File: src/rtl/tfbbp_pkg.sv
// ----------------------------------------------------------------------------
// tfbbp_pkg
// Types and constants for the temporary file block buffer policy unit:
// address split, buffer and status codes, request and result transactions.
// ----------------------------------------------------------------------------
package tfbbp_pkg;

	// Address split and block geometry
	localparam int OFFSET_BITS      = 6;
	localparam int GRAIN_SHIFT      = 3;
	localparam int BLOCK_INDEX_BITS = 10;
	localparam int BLOCK_COUNT      = 1024;
	localparam int BLOCK_BYTES      = 512;

	// Field widths of the transactions
	localparam int ADDR_W   = 16;
	localparam int SEL_W    = 2;
	localparam int OFF_W    = 9;
	localparam int LEFT_W   = 10;
	localparam int BLK_W    = 10;
	localparam int STATUS_W = 2;

	// Width of the shifted grain offset before the block wrap
	localparam int SHIFT_W  = OFFSET_BITS + GRAIN_SHIFT;
	// Block number plus one bit, so the range compare can see BLOCK_COUNT
	localparam int BCMP_W   = BLOCK_INDEX_BITS + 1;

	// Buffer codes
	localparam logic [SEL_W-1:0] BUF_READ_A = 2'd0;
	localparam logic [SEL_W-1:0] BUF_READ_B = 2'd1;
	localparam logic [SEL_W-1:0] BUF_WRITE  = 2'd2;

	// Status codes
	localparam logic [STATUS_W-1:0] ST_OK    = 2'd0;
	localparam logic [STATUS_W-1:0] ST_NULL  = 2'd1;
	localparam logic [STATUS_W-1:0] ST_RANGE = 2'd2;

	// Access type codes
	localparam logic REQ_READ  = 1'b0;
	localparam logic REQ_WRITE = 1'b1;

	typedef struct packed {
		logic              req_type;
		logic [ADDR_W-1:0] line_address;
	} req_t;

	typedef struct packed {
		logic [SEL_W-1:0]    buffer_select;
		logic [OFF_W-1:0]    byte_offset;
		logic [LEFT_W-1:0]   bytes_left;
		logic                writeback_valid;
		logic [BLK_W-1:0]    writeback_block;
		logic [SEL_W-1:0]    writeback_buffer;
		logic                fill_valid;
		logic [BLK_W-1:0]    fill_block;
		logic [STATUS_W-1:0] status;
	} rsp_t;

endpackage

File: src/rtl/tfbbp_policy.sv
// ----------------------------------------------------------------------------
// tfbbp_policy
// Buffer tags, dirty marks and the read victim flag, with the decision logic
// that turns one request into one result. State moves only on advance.
// ----------------------------------------------------------------------------
module tfbbp_policy (
	input  logic          clk,
	input  logic          arst_n,
	input  logic          advance,
	input  tfbbp_pkg::req_t req,
	output tfbbp_pkg::rsp_t rsp
);
	import tfbbp_pkg::*;

	// Tag state: a valid bit stands in for the all-ones "no block" tag
	logic [BLK_W-1:0] tag_a_q, tag_b_q, tag_w_q;
	logic             vld_a_q, vld_b_q, vld_w_q;
	logic             dirty_a_q, dirty_b_q;
	logic             use_second_q;

	logic [BLK_W-1:0] tag_a_d, tag_b_d, tag_w_d;
	logic             vld_a_d, vld_b_d, vld_w_d;
	logic             dirty_a_d, dirty_b_d;
	logic             use_second_d;

	logic [BLOCK_INDEX_BITS-1:0] blk;
	logic [SHIFT_W-1:0]          shifted;
	logic [OFF_W-1:0]            off;
	logic [LEFT_W-1:0]           left;
	logic                        is_null, too_large;
	logic                        hit_a, hit_b, hit_w;

	// Address split
	assign blk       = req.line_address[OFFSET_BITS +: BLOCK_INDEX_BITS];
	assign shifted   = {req.line_address[OFFSET_BITS-1:0], {GRAIN_SHIFT{1'b0}}};
	assign off       = OFF_W'(shifted);
	assign left      = LEFT_W'(BLOCK_BYTES) - LEFT_W'(off);
	assign is_null   = (req.line_address == '0);
	assign too_large = ({1'b0, blk} >= BCMP_W'(BLOCK_COUNT));

	// Tag compares
	assign hit_a = vld_a_q && (tag_a_q == BLK_W'(blk));
	assign hit_b = vld_b_q && (tag_b_q == BLK_W'(blk));
	assign hit_w = vld_w_q && (tag_w_q == BLK_W'(blk));

	// Decision and next state
	always_comb begin
		rsp          = '0;
		tag_a_d      = tag_a_q;
		tag_b_d      = tag_b_q;
		tag_w_d      = tag_w_q;
		vld_a_d      = vld_a_q;
		vld_b_d      = vld_b_q;
		vld_w_d      = vld_w_q;
		dirty_a_d    = dirty_a_q;
		dirty_b_d    = dirty_b_q;
		use_second_d = use_second_q;
		if (is_null) begin
			rsp.status = ST_NULL;
		end else if (too_large) begin
			rsp.status = ST_RANGE;
		end else begin
			rsp.status      = ST_OK;
			rsp.byte_offset = off;
			rsp.bytes_left  = left;
			if (hit_a) begin
				rsp.buffer_select = BUF_READ_A;
				if (req.req_type == REQ_WRITE) begin
					dirty_a_d = 1'b1;
				end
			end else if (hit_b) begin
				rsp.buffer_select = BUF_READ_B;
				if (req.req_type == REQ_WRITE) begin
					dirty_b_d = 1'b1;
				end
			end else if (hit_w) begin
				rsp.buffer_select = BUF_WRITE;
			end else if (req.req_type == REQ_READ) begin
				// read miss: alternate the victim, write back if dirty, then fill
				rsp.fill_valid = 1'b1;
				rsp.fill_block = BLK_W'(blk);
				if (!use_second_q) begin
					rsp.buffer_select   = BUF_READ_B;
					rsp.writeback_valid = dirty_b_q;
					if (dirty_b_q) begin
						rsp.writeback_block  = tag_b_q;
						rsp.writeback_buffer = BUF_READ_B;
					end
					dirty_b_d    = 1'b0;
					tag_b_d      = BLK_W'(blk);
					vld_b_d      = 1'b1;
					use_second_d = 1'b1;
				end else begin
					rsp.buffer_select   = BUF_READ_A;
					rsp.writeback_valid = dirty_a_q;
					if (dirty_a_q) begin
						rsp.writeback_block  = tag_a_q;
						rsp.writeback_buffer = BUF_READ_A;
					end
					dirty_a_d    = 1'b0;
					tag_a_d      = BLK_W'(blk);
					vld_a_d      = 1'b1;
					use_second_d = 1'b0;
				end
			end else begin
				// write miss: flush any held write block, allocate without fill
				rsp.buffer_select   = BUF_WRITE;
				rsp.writeback_valid = vld_w_q;
				if (vld_w_q) begin
					rsp.writeback_block  = tag_w_q;
					rsp.writeback_buffer = BUF_WRITE;
				end
				tag_w_d = BLK_W'(blk);
				vld_w_d = 1'b1;
			end
		end
	end

	// Control state
	always_ff @(posedge clk or negedge arst_n) begin
		if (!arst_n) begin
			vld_a_q      <= 1'b0;
			vld_b_q      <= 1'b0;
			vld_w_q      <= 1'b0;
			dirty_a_q    <= 1'b0;
			dirty_b_q    <= 1'b0;
			use_second_q <= 1'b0;
		end else if (advance) begin
			vld_a_q      <= vld_a_d;
			vld_b_q      <= vld_b_d;
			vld_w_q      <= vld_w_d;
			dirty_a_q    <= dirty_a_d;
			dirty_b_q    <= dirty_b_d;
			use_second_q <= use_second_d;
		end
	end

	// Tags, qualified by their valid bits
	always_ff @(posedge clk) begin
		if (advance) begin
			tag_a_q <= tag_a_d;
			tag_b_q <= tag_b_d;
			tag_w_q <= tag_w_d;
		end
	end

endmodule

File: src/rtl/temp_file_block_buffer_policy_unit.sv
// ----------------------------------------------------------------------------
// temp_file_block_buffer_policy_unit
// Buffer policy for a line-addressed temporary file: two read buffers and
// one write buffer, reporting hits, write-backs and fills per request.
// ----------------------------------------------------------------------------
// Usage:
//   req channel (req_valid, req_stall, req) carries one access request per
//   transaction: read or write and a packed line address.
//   rsp channel (rsp_valid, rsp_stall, rsp) returns exactly one result per
//   request, in order.
//   rsp_valid rises once the request has moved from the input register,
//   through the tag compares and state update, into the result register;
//   a stall on the result side can hold it in the input register.
//   One request per cycle is sustained while rsp_stall is low, set by the
//   single pass of three tag compares between the two registers.
//   When rsp_stall is high the result register holds; the input register
//   still takes one more request, after which req_stall rises.
//   Reset clears all buffers to empty, all dirty marks, and makes the next
//   read miss fill the second read buffer. No clearing pass is needed.
// ----------------------------------------------------------------------------
module temp_file_block_buffer_policy_unit (
	input  logic            clk,
	input  logic            arst_n,
	input  logic            req_valid,
	output logic            req_stall,
	input  tfbbp_pkg::req_t req,
	output logic            rsp_valid,
	input  logic            rsp_stall,
	output tfbbp_pkg::rsp_t rsp
);
	import tfbbp_pkg::*;

	logic valid_s1;
	req_t req_s1;
	logic rsp_valid_q;
	rsp_t rsp_q;
	rsp_t rsp_next;
	logic advance;

	// Move the held request on when the result register is free or draining
	assign advance   = valid_s1 && (!rsp_valid_q || !rsp_stall);
	assign req_stall = valid_s1 && !advance;

	// Input register
	always_ff @(posedge clk or negedge arst_n) begin
		if (!arst_n) begin
			valid_s1 <= 1'b0;
		end else if (!req_stall) begin
			valid_s1 <= req_valid;
		end
	end

	always_ff @(posedge clk) begin
		if (!req_stall && req_valid) begin
			req_s1 <= req;
		end
	end

	tfbbp_policy u_policy (
		.clk     (clk),
		.arst_n  (arst_n),
		.advance (advance),
		.req     (req_s1),
		.rsp     (rsp_next)
	);

	// Result register
	always_ff @(posedge clk or negedge arst_n) begin
		if (!arst_n) begin
			rsp_valid_q <= 1'b0;
		end else if (advance) begin
			rsp_valid_q <= 1'b1;
		end else if (!rsp_stall) begin
			rsp_valid_q <= 1'b0;
		end
	end

	always_ff @(posedge clk) begin
		if (advance) begin
			rsp_q <= rsp_next;
		end
	end

	assign rsp_valid = rsp_valid_q;
	assign rsp       = rsp_q;

`ifndef SYNTHESIS
	// An error result carries no write-back and no fill
	a_err_quiet: assert property (@(posedge clk) disable iff (!arst_n)
		rsp_valid && (rsp.status != ST_OK) |-> !rsp.writeback_valid && !rsp.fill_valid)
		else $error("error result with write-back or fill");

	// The write buffer is never filled
	a_no_write_fill: assert property (@(posedge clk) disable iff (!arst_n)
		rsp_valid && rsp.fill_valid |-> (rsp.buffer_select != BUF_WRITE))
		else $error("fill requested for write buffer");

	// A write buffer flush only comes with a write miss into that buffer
	a_wb_write: assert property (@(posedge clk) disable iff (!arst_n)
		rsp_valid && rsp.writeback_valid && (rsp.writeback_buffer == BUF_WRITE)
		|-> (rsp.buffer_select == BUF_WRITE) && !rsp.fill_valid)
		else $error("write buffer flush on wrong path");

	// A held request is not dropped while the result side stalls
	a_hold_s1: assert property (@(posedge clk) disable iff (!arst_n)
		valid_s1 && !advance |=> valid_s1 && $stable(req_s1))
		else $error("held request lost");
`endif

endmodule

File: config.mk
export PLATFORM = sky130hd
export DESIGN_NAME = temp_file_block_buffer_policy_unit
export DESIGN_NICKNAME = d
export VERILOG_FILES = /design/src/rtl/tfbbp_pkg.sv /design/src/rtl/tfbbp_policy.sv /design/src/rtl/temp_file_block_buffer_policy_unit.sv
export SDC_FILE = /design/constraint.sdc
export NUM_CORES = 1
export LEC_CHECK = 0
export BUFFER_PORTS_ARGS = -buffer_cell sky130_fd_sc_hd__buf_2
export CAP_MARGIN = 10
export CORE_AREA = 8 8 76 144
export DETAILED_ROUTE_END_ITERATION = 7
export DIE_AREA = 0 0 84 152
export GPL_ROUTABILITY_DRIVEN = 0
export MAX_ROUTING_LAYER = met4
export PLACE_DENSITY = 0.67
export SLEW_MARGIN = 5
export SYNTH_ARGS = -nofsm -noshare
export SYNTH_HDL_FRONTEND = slang
export SYNTH_SLANG_ARGS = --single-unit
File: constraint.sdc
create_clock -name clk -period 3.4 [get_ports clk]
set_input_delay 0.34 -clock clk [delete_from_list [all_inputs] [get_ports clk]]
set_output_delay 0.34 -clock clk [all_outputs]
set_load 0.05 [all_outputs]
Yosys cells after proc, flatten, opt, wreduce, memory -nomap -nowiden
Index checks and enable logic that the tools add are counted.
{"block": "classes", "add_sub_neg": 1, "eq_ne": 12, "n_mux": 24, "n_bitwise": 6, "reduce_logical": 23}
{"cell": "2-to-1 mux 12 bit", "count": 3}
{"cell": "== test 10 bit", "count": 3}
{"cell": "AND reduction 7 bit", "count": 4}
{"cell": "2-to-1 mux 13 bit", "count": 2}
{"cell": "logical NOT 16 bit", "count": 1}
{"cell": "2-to-1 mux 1 bit", "count": 15}
{"cell": "inequality test 2 x 1 -> 1 bit, second input constant", "count": 6}
{"cell": "AND reduction 6 bit", "count": 2}
{"cell": "2-to-1 mux 11 bit", "count": 1}
{"cell": "subtractor 10 x 9 -> 10 bit, first input constant", "count": 1}
{"cell": "logical AND 1 bit", "count": 6}
{"cell": "2-to-1 mux 2 bit", "count": 3}
{"cell": "NOT 1 bit", "count": 6}
{"cell": "OR reduction 5 bit", "count": 1}
{"cell": "logical NOT 1 bit", "count": 4}
{"cell": "inequality test 2 bit, second input constant", "count": 2}
{"cell": "nonzero test 4 bit", "count": 1}
{"cell": "OR reduction 4 bit", "count": 1}
{"cell": "inequality test 3 bit, second input constant", "count": 1}
{"cell": "OR reduction 3 bit", "count": 1}
{"cell": "OR reduction 2 bit", "count": 1}
{"cell": "logical OR 1 bit", "count": 1}
{"block": "word_totals", "register_bits": 102, "inputBits": 21, "output_inout_bits": 49, "wordCells": 90}

Longest topological paths before layout
{"block": "logic_depth", "ltp_word": 7, "depth_mapped": 9}

Hierarchy
From an unflattened synthesis, not the netlist that was laid out.
{"block": "unflattened", "cells_unflattened": 293, "hier_area_um2": 4261.6}
{"module": "tfbbp_policy", "instances": 1, "cells_each": 221, "area_per_inst_um2": 2247.2, "seq_area_each_um2": 1051.0}
{"module": "temp_file_block_buffer_policy_unit", "instances": 1, "cells_each": 72, "area_per_inst_um2": 2014.4, "seq_area_each_um2": 1971.9}

Worst setup path before layout
No wires, ideal clock.
{"block": "synth_path", "path_type": "reg2reg", "start": "register rsp_valid_q, in the netlist rsp_valid", "end": "register u_policy.tag_w_q[0], enable pin", "t_arrival_ps": 3098, "required_ps": 3009, "slack_ps": -89, "stages_incl_launch_ff": 6, "period_less_slack_ps": 3489, "cell_sequence": "dfrtp_1 -> nand2_1 -> and2_1 -> clkbuf_1 -> nand2_1 -> nor3_1"}
{"block": "synth_via", "elab_chain_len": 4}
{"element": "start, declared", "line": "temp_file_block_buffer_policy_unit.sv:35", "rtl": "logic rsp_valid_q;"}
{"element": "start signal, assigned", "line": "temp_file_block_buffer_policy_unit.sv:70", "rtl": "rsp_valid_q <= 1'b0;"}
{"element": "start signal, assigned", "line": "temp_file_block_buffer_policy_unit.sv:72", "rtl": "rsp_valid_q <= 1'b1;"}
{"element": "start signal, assigned", "line": "temp_file_block_buffer_policy_unit.sv:74", "rtl": "rsp_valid_q <= 1'b0;"}
{"element": "logical NOT 1 bit", "line": "temp_file_block_buffer_policy_unit.sv:41", "rtl": "assign advance = valid_s1 && (!rsp_valid_q || !rsp_stall);"}
{"element": "logical OR 1 bit", "line": "temp_file_block_buffer_policy_unit.sv:41"}
{"element": "logical AND 1 bit", "line": "temp_file_block_buffer_policy_unit.sv:41"}
{"element": "named net advance", "line": "temp_file_block_buffer_policy_unit.sv:38", "rtl": "logic advance;"}
{"element": "AND reduction 6 bit (no source line)"}
{"element": "end signal, assigned", "line": "tfbbp_policy.sv:143", "rtl": "tag_w_q <= tag_w_d;"}
{"element": "end, declared", "line": "tfbbp_policy.sv:16", "rtl": "logic [BLK_W-1:0] tag_a_q, tag_b_q, tag_w_q;"}
The timed path passes the listed nets, and every way through them passes these cells.
A chain may end at the register's enable or synchronous reset.

Worst setup path after layout
{"block": "layout_path", "start": "register req_s1[7] (netlist bit)", "end": "register u_policy.tag_b_q[2], enable pin"}
{"block": "layout_via", "elab_chain_len": 4, "word_cells_on_any_way": 12, "cone_classes": "3 x eq/ne; 4 x bitwise; 5 x reduce/logical"}
{"element": "start, declared", "line": "temp_file_block_buffer_policy_unit.sv:34", "rtl": "req_t req_s1;"}
{"element": "start signal, assigned", "line": "temp_file_block_buffer_policy_unit.sv:55", "rtl": "req_s1 <= req;"}
{"element": "== test 10 bit (on tied branches)", "line": "tfbbp_policy.sv:42, tfbbp_policy.sv:43, tfbbp_policy.sv:44"}
{"element": "logical AND 1 bit (on tied branches)", "line": "tfbbp_policy.sv:42, tfbbp_policy.sv:43, tfbbp_policy.sv:44"}
{"element": "NOT 1 bit (no source line)"}
{"element": "AND reduction 7 bit (no source line) *"}
{"element": "end signal, assigned", "line": "tfbbp_policy.sv:142", "rtl": "tag_b_q <= tag_b_d;"}
{"element": "end, declared", "line": "tfbbp_policy.sv:16"}
Mark *: on every way between the ends. The rest lies on a longest branch, timed or not.

==> reports/results.tsv <==
stage	metric	value	unit
critical_path	R2R cell count	7	
finish	Area growth syn-to-layout	18.1	%
drt	drt wl/cell	18.5	um
global_route	Congestion Overflow GR	0	
critical_path	WP data arrival	2.57	ns
synth	sequential area share after synthesis	70.4	%
critical_path	worst-path maximum fanout	13	
finish	most common cell after layout, fill and taps aside	edfxtp_1	
clock_tree	Num CTS Buffers	9	
synth	Most used DFF post-synth	edfxtp_1	
clock_tree	Post-CTS Setup Bufs	0	
pwr	clock share of power	38.4	%
synth	top cells by area, synth	edfxtp_1, xnor2_1, dfrtp_1	
global_route	met3 Resource Use GR	3.64	%
global_route	initial antenna violation count	0	
pwr	P_sw	763	uW
sta	Max Slew Vio Count	0	
clock_tree	H-tree Lvls	3	
sta	Final Hold Fails	0	
hold_path	HP Class	input pin to register	
floorplan	IO Count	70	
synth	post-synth top area share	65.3	%
pwr	Static Leak	0.00173	uW
synth	synth unique cells	41	
clock_tree	CTS Root Cell	clkbuf_16	
pwr	Gate power share	12.6	%
pwr	PD cells	634	nW/um^2
sta	endpoints failing setup	0	
critical_path	worst r2r src	req_s1[7]	
critical_path	crit path cell chain	xnor2_1 > nand3_1 > nor3_1 > nor3_2 > nand3_1 > nor2_1 > buf_4	
critical_path	R2R Path End	u_policy.tag_b_q[2]	
critical_path	Critical Path Source Type	register	
global_route	vias in the first global route	2468	
critical_path	CP Class	register to register	
drt	DRC errors left	0	
synth	Post-Syn Area per Cell	14.2	sq um
drt	Via-to-Cell Ratio	5.26	
floorplan	die height	152	um
clock_tree	clk_lat worst skew	0.34	ns
finish	fraction of layout cells with a size suffix above 1	27.7	%
global_route	global route hottest layer	met2	
sta	worst-margin pin slew	0.940	ns
drt	number of DRC markers in iteration 0	136	
synth	FF+latch count, synth	94	
sta	RSZ-0062 raised after global routing	false	
critical_path	buffers plus inverters on the worst setup path	1	
drt	vias post-DR	2342	
hold_path	Endpoint, Worst Hold	req_s1[6]	
clock_tree	CTS tree	yes	
critical_path	Worst path most repeated cell	nand3_1	
synth	Warnings, synthesis	0	
outcome	outcome	finished clean	
finish	Filler cells	770	
critical_path	setup slack, reg-to-reg	0.87	ns
finish	n_diodes	0	
floorplan	die width	84	um
floorplan	Core Footprint	9010	sq um
global_route	global-route wire length before repair	12.8	mm
floorplan	Die ar.	12800	sq um
sta	crit path time final	2.53	ns
floorplan	Initial Utilization	43.9	%
global_route	GR met2 Demand/Resource	23.4	%
critical_path	Req. time, crit path	3.44	ns
pwr	Flop pwr share	49.0	%
floorplan	num rows	49	
sta	final setup TNS	0	ns
critical_path	Crit path largest cell delay	0.59	ns
clock_tree	CTS clk-pin slew, worst paths	0.06	ns
finish	Final Non-Filler Cells	445	
clock_tree	Clock Sinks	94	
clock_tree	Max Root-Sink Buffers	2	
hold_path	Worst Hold Depth	1	
global_route	met1 Use GR	12.2	%
critical_path	top cell family by delay on the critical path	simple AND/OR/NAND/NOR gates	
hold_path	min-delay src	req[6]	
critical_path	CP Capture Type	register	
synth	ys async rst share	8.51	%
synth	Synth area leader	edfxtp_1	
sta	Max Fclk	396	MHz
drt	Total Routed Length	8.25	mm
critical_path	Slowest-stage cell, CP	nor3_2	
pwr	peak supply drop	0.000479	V
sta	clock skew	0.00953	ns
pwr	internal power	2190	uW
placed_design	IO buf count	62	
synth	Netlist Area Pre-Place	3950	sq um
sta	slew margin rel.	37.2	%
clock_tree	cts hold-fix bufs	1	
sta	Final Cycle Share	74.3	%
finish	most frequent cells in the layout	edfxtp_1, buf_2, xnor2_1	
global_route	largest net degree at the start of global routing	25	
global_route	Total GRT Usage	13.5	%
drt	Detail Route Antenna Nets	0	
placed_design	post-placement cell count	428	
placed_design	HPWL Detailed	6.33	mm
run	Max-cap violations	0	
pwr	Sw Ratio	25.8	%
synth	Post-synth EDFFs	86	
synth	Cells after Synth	278	
finish	fin nets	360	
clock_tree	CTS resizes	0	
drt	drt pass-1 iters	4	
-- through the flow --
stage	worst slack, ns	hold WS (ns)	power, uW	cell area, sq um	util, %
floorplan	0.578	0.0444	1750	3980	-
global placement	0.935	0.195	1840	4310	47.8
detailed placement	0.911	0.201	1850	4310	47.8
CTS	0.865	0.155	2990	4670	51.8
global route	0.657	0.162	3050	4670	51.8
finish	0.874	0.173	2960	4670	51.8
-- worst max-delay path by stage --
stage              start                   to  cells after the start
6_report       req_s1[7]  u_policy.tag_b_q[2]                      7
3_3_place_gp   req_s1[7]  u_policy.tag_b_q[7]                      7
3_5_place_dp   req_s1[0]  u_policy.tag_b_q[1]                      8
5_1_grt        req_s1[1]  u_policy.tag_b_q[1]                      8
2_1_floorplan  rsp_valid  u_policy.tag_w_q[0]                      5
4_1_cts        req_s1[0]  u_policy.tag_b_q[1]                      8
-- flip-flops by register name (all words and copies together) (netlist names), 10 cells and up --
signal / cells
u_policy.tag_w_q: 10
u_policy.tag_a_q: 10
rsp: 39
req_s1: 17
u_policy.tag_b_q: 10
-- synthesized netlist by cell type, types with 4 or more instances --
cell,number
a21oi_1,10
a22oi_1,10
and2_1,6
and3_1,10
buf_4,9
clkbuf_1,9
dfrtp_1,8
edfxtp_1,86
inv_1,5
nand2_1,4
nand3_1,6
nand4_1,7
nor2_1,31
nor3_1,5
xnor2_1,34
-- metal layers --
layer | vias to the layer above | share of wire (%)
li1 | 1110 | -
met2 | 80 | 56
met3 | 27 | 4.6
met1 | 1125 | 34
met5 | - | 0
met4 | 0 | 5.3
-- power by group through the flow --
stage          registers, uW  clock network, uW  logic (uW)
6_report                1450               1140         373
5_1_grt                 1460               1200         397
4_1_cts                 1450               1160         378
3_5_place_dp            1470                  0         376
3_3_place_gp            1470                  0         371
2_1_floorplan           1580                  0         172
-- final cells by class --
cell class                      count  area (sq um)  share of cell area (%)
Clock buffer                        9           225                    4.83
Clock inverter                      7           121                    2.60
Inverter                            5          18.8                   0.402
Multi-Input combinational cell    162          1050                    22.5
Sequential cell                    94          2780                    59.6
Tap cell                          102           128                    2.73
Timing Repair Buffer               66           343                    7.35
-- worst reg2reg max path, delay by kind of cell, from the launching register on --
kind                   cells  cell delay, ns
AND/OR/NAND/NOR            5            1.26
flip-flops                 1            0.57
buffers and inverters      1            0.21
XOR/XNOR                   1            0.20
-- cell families after synthesis --
kind of cell / synth area share (%)
flip-flops: 70.4
AND/OR/NAND/NOR: 12.6
XOR/XNOR: 7.76
AO/OA/AOI/OAI: 5.16
buffers and inverters: 3.67
adder cells (fa/ha/maj): 0.317
other: 0.0949
Power figures use the tool's default switching activity.
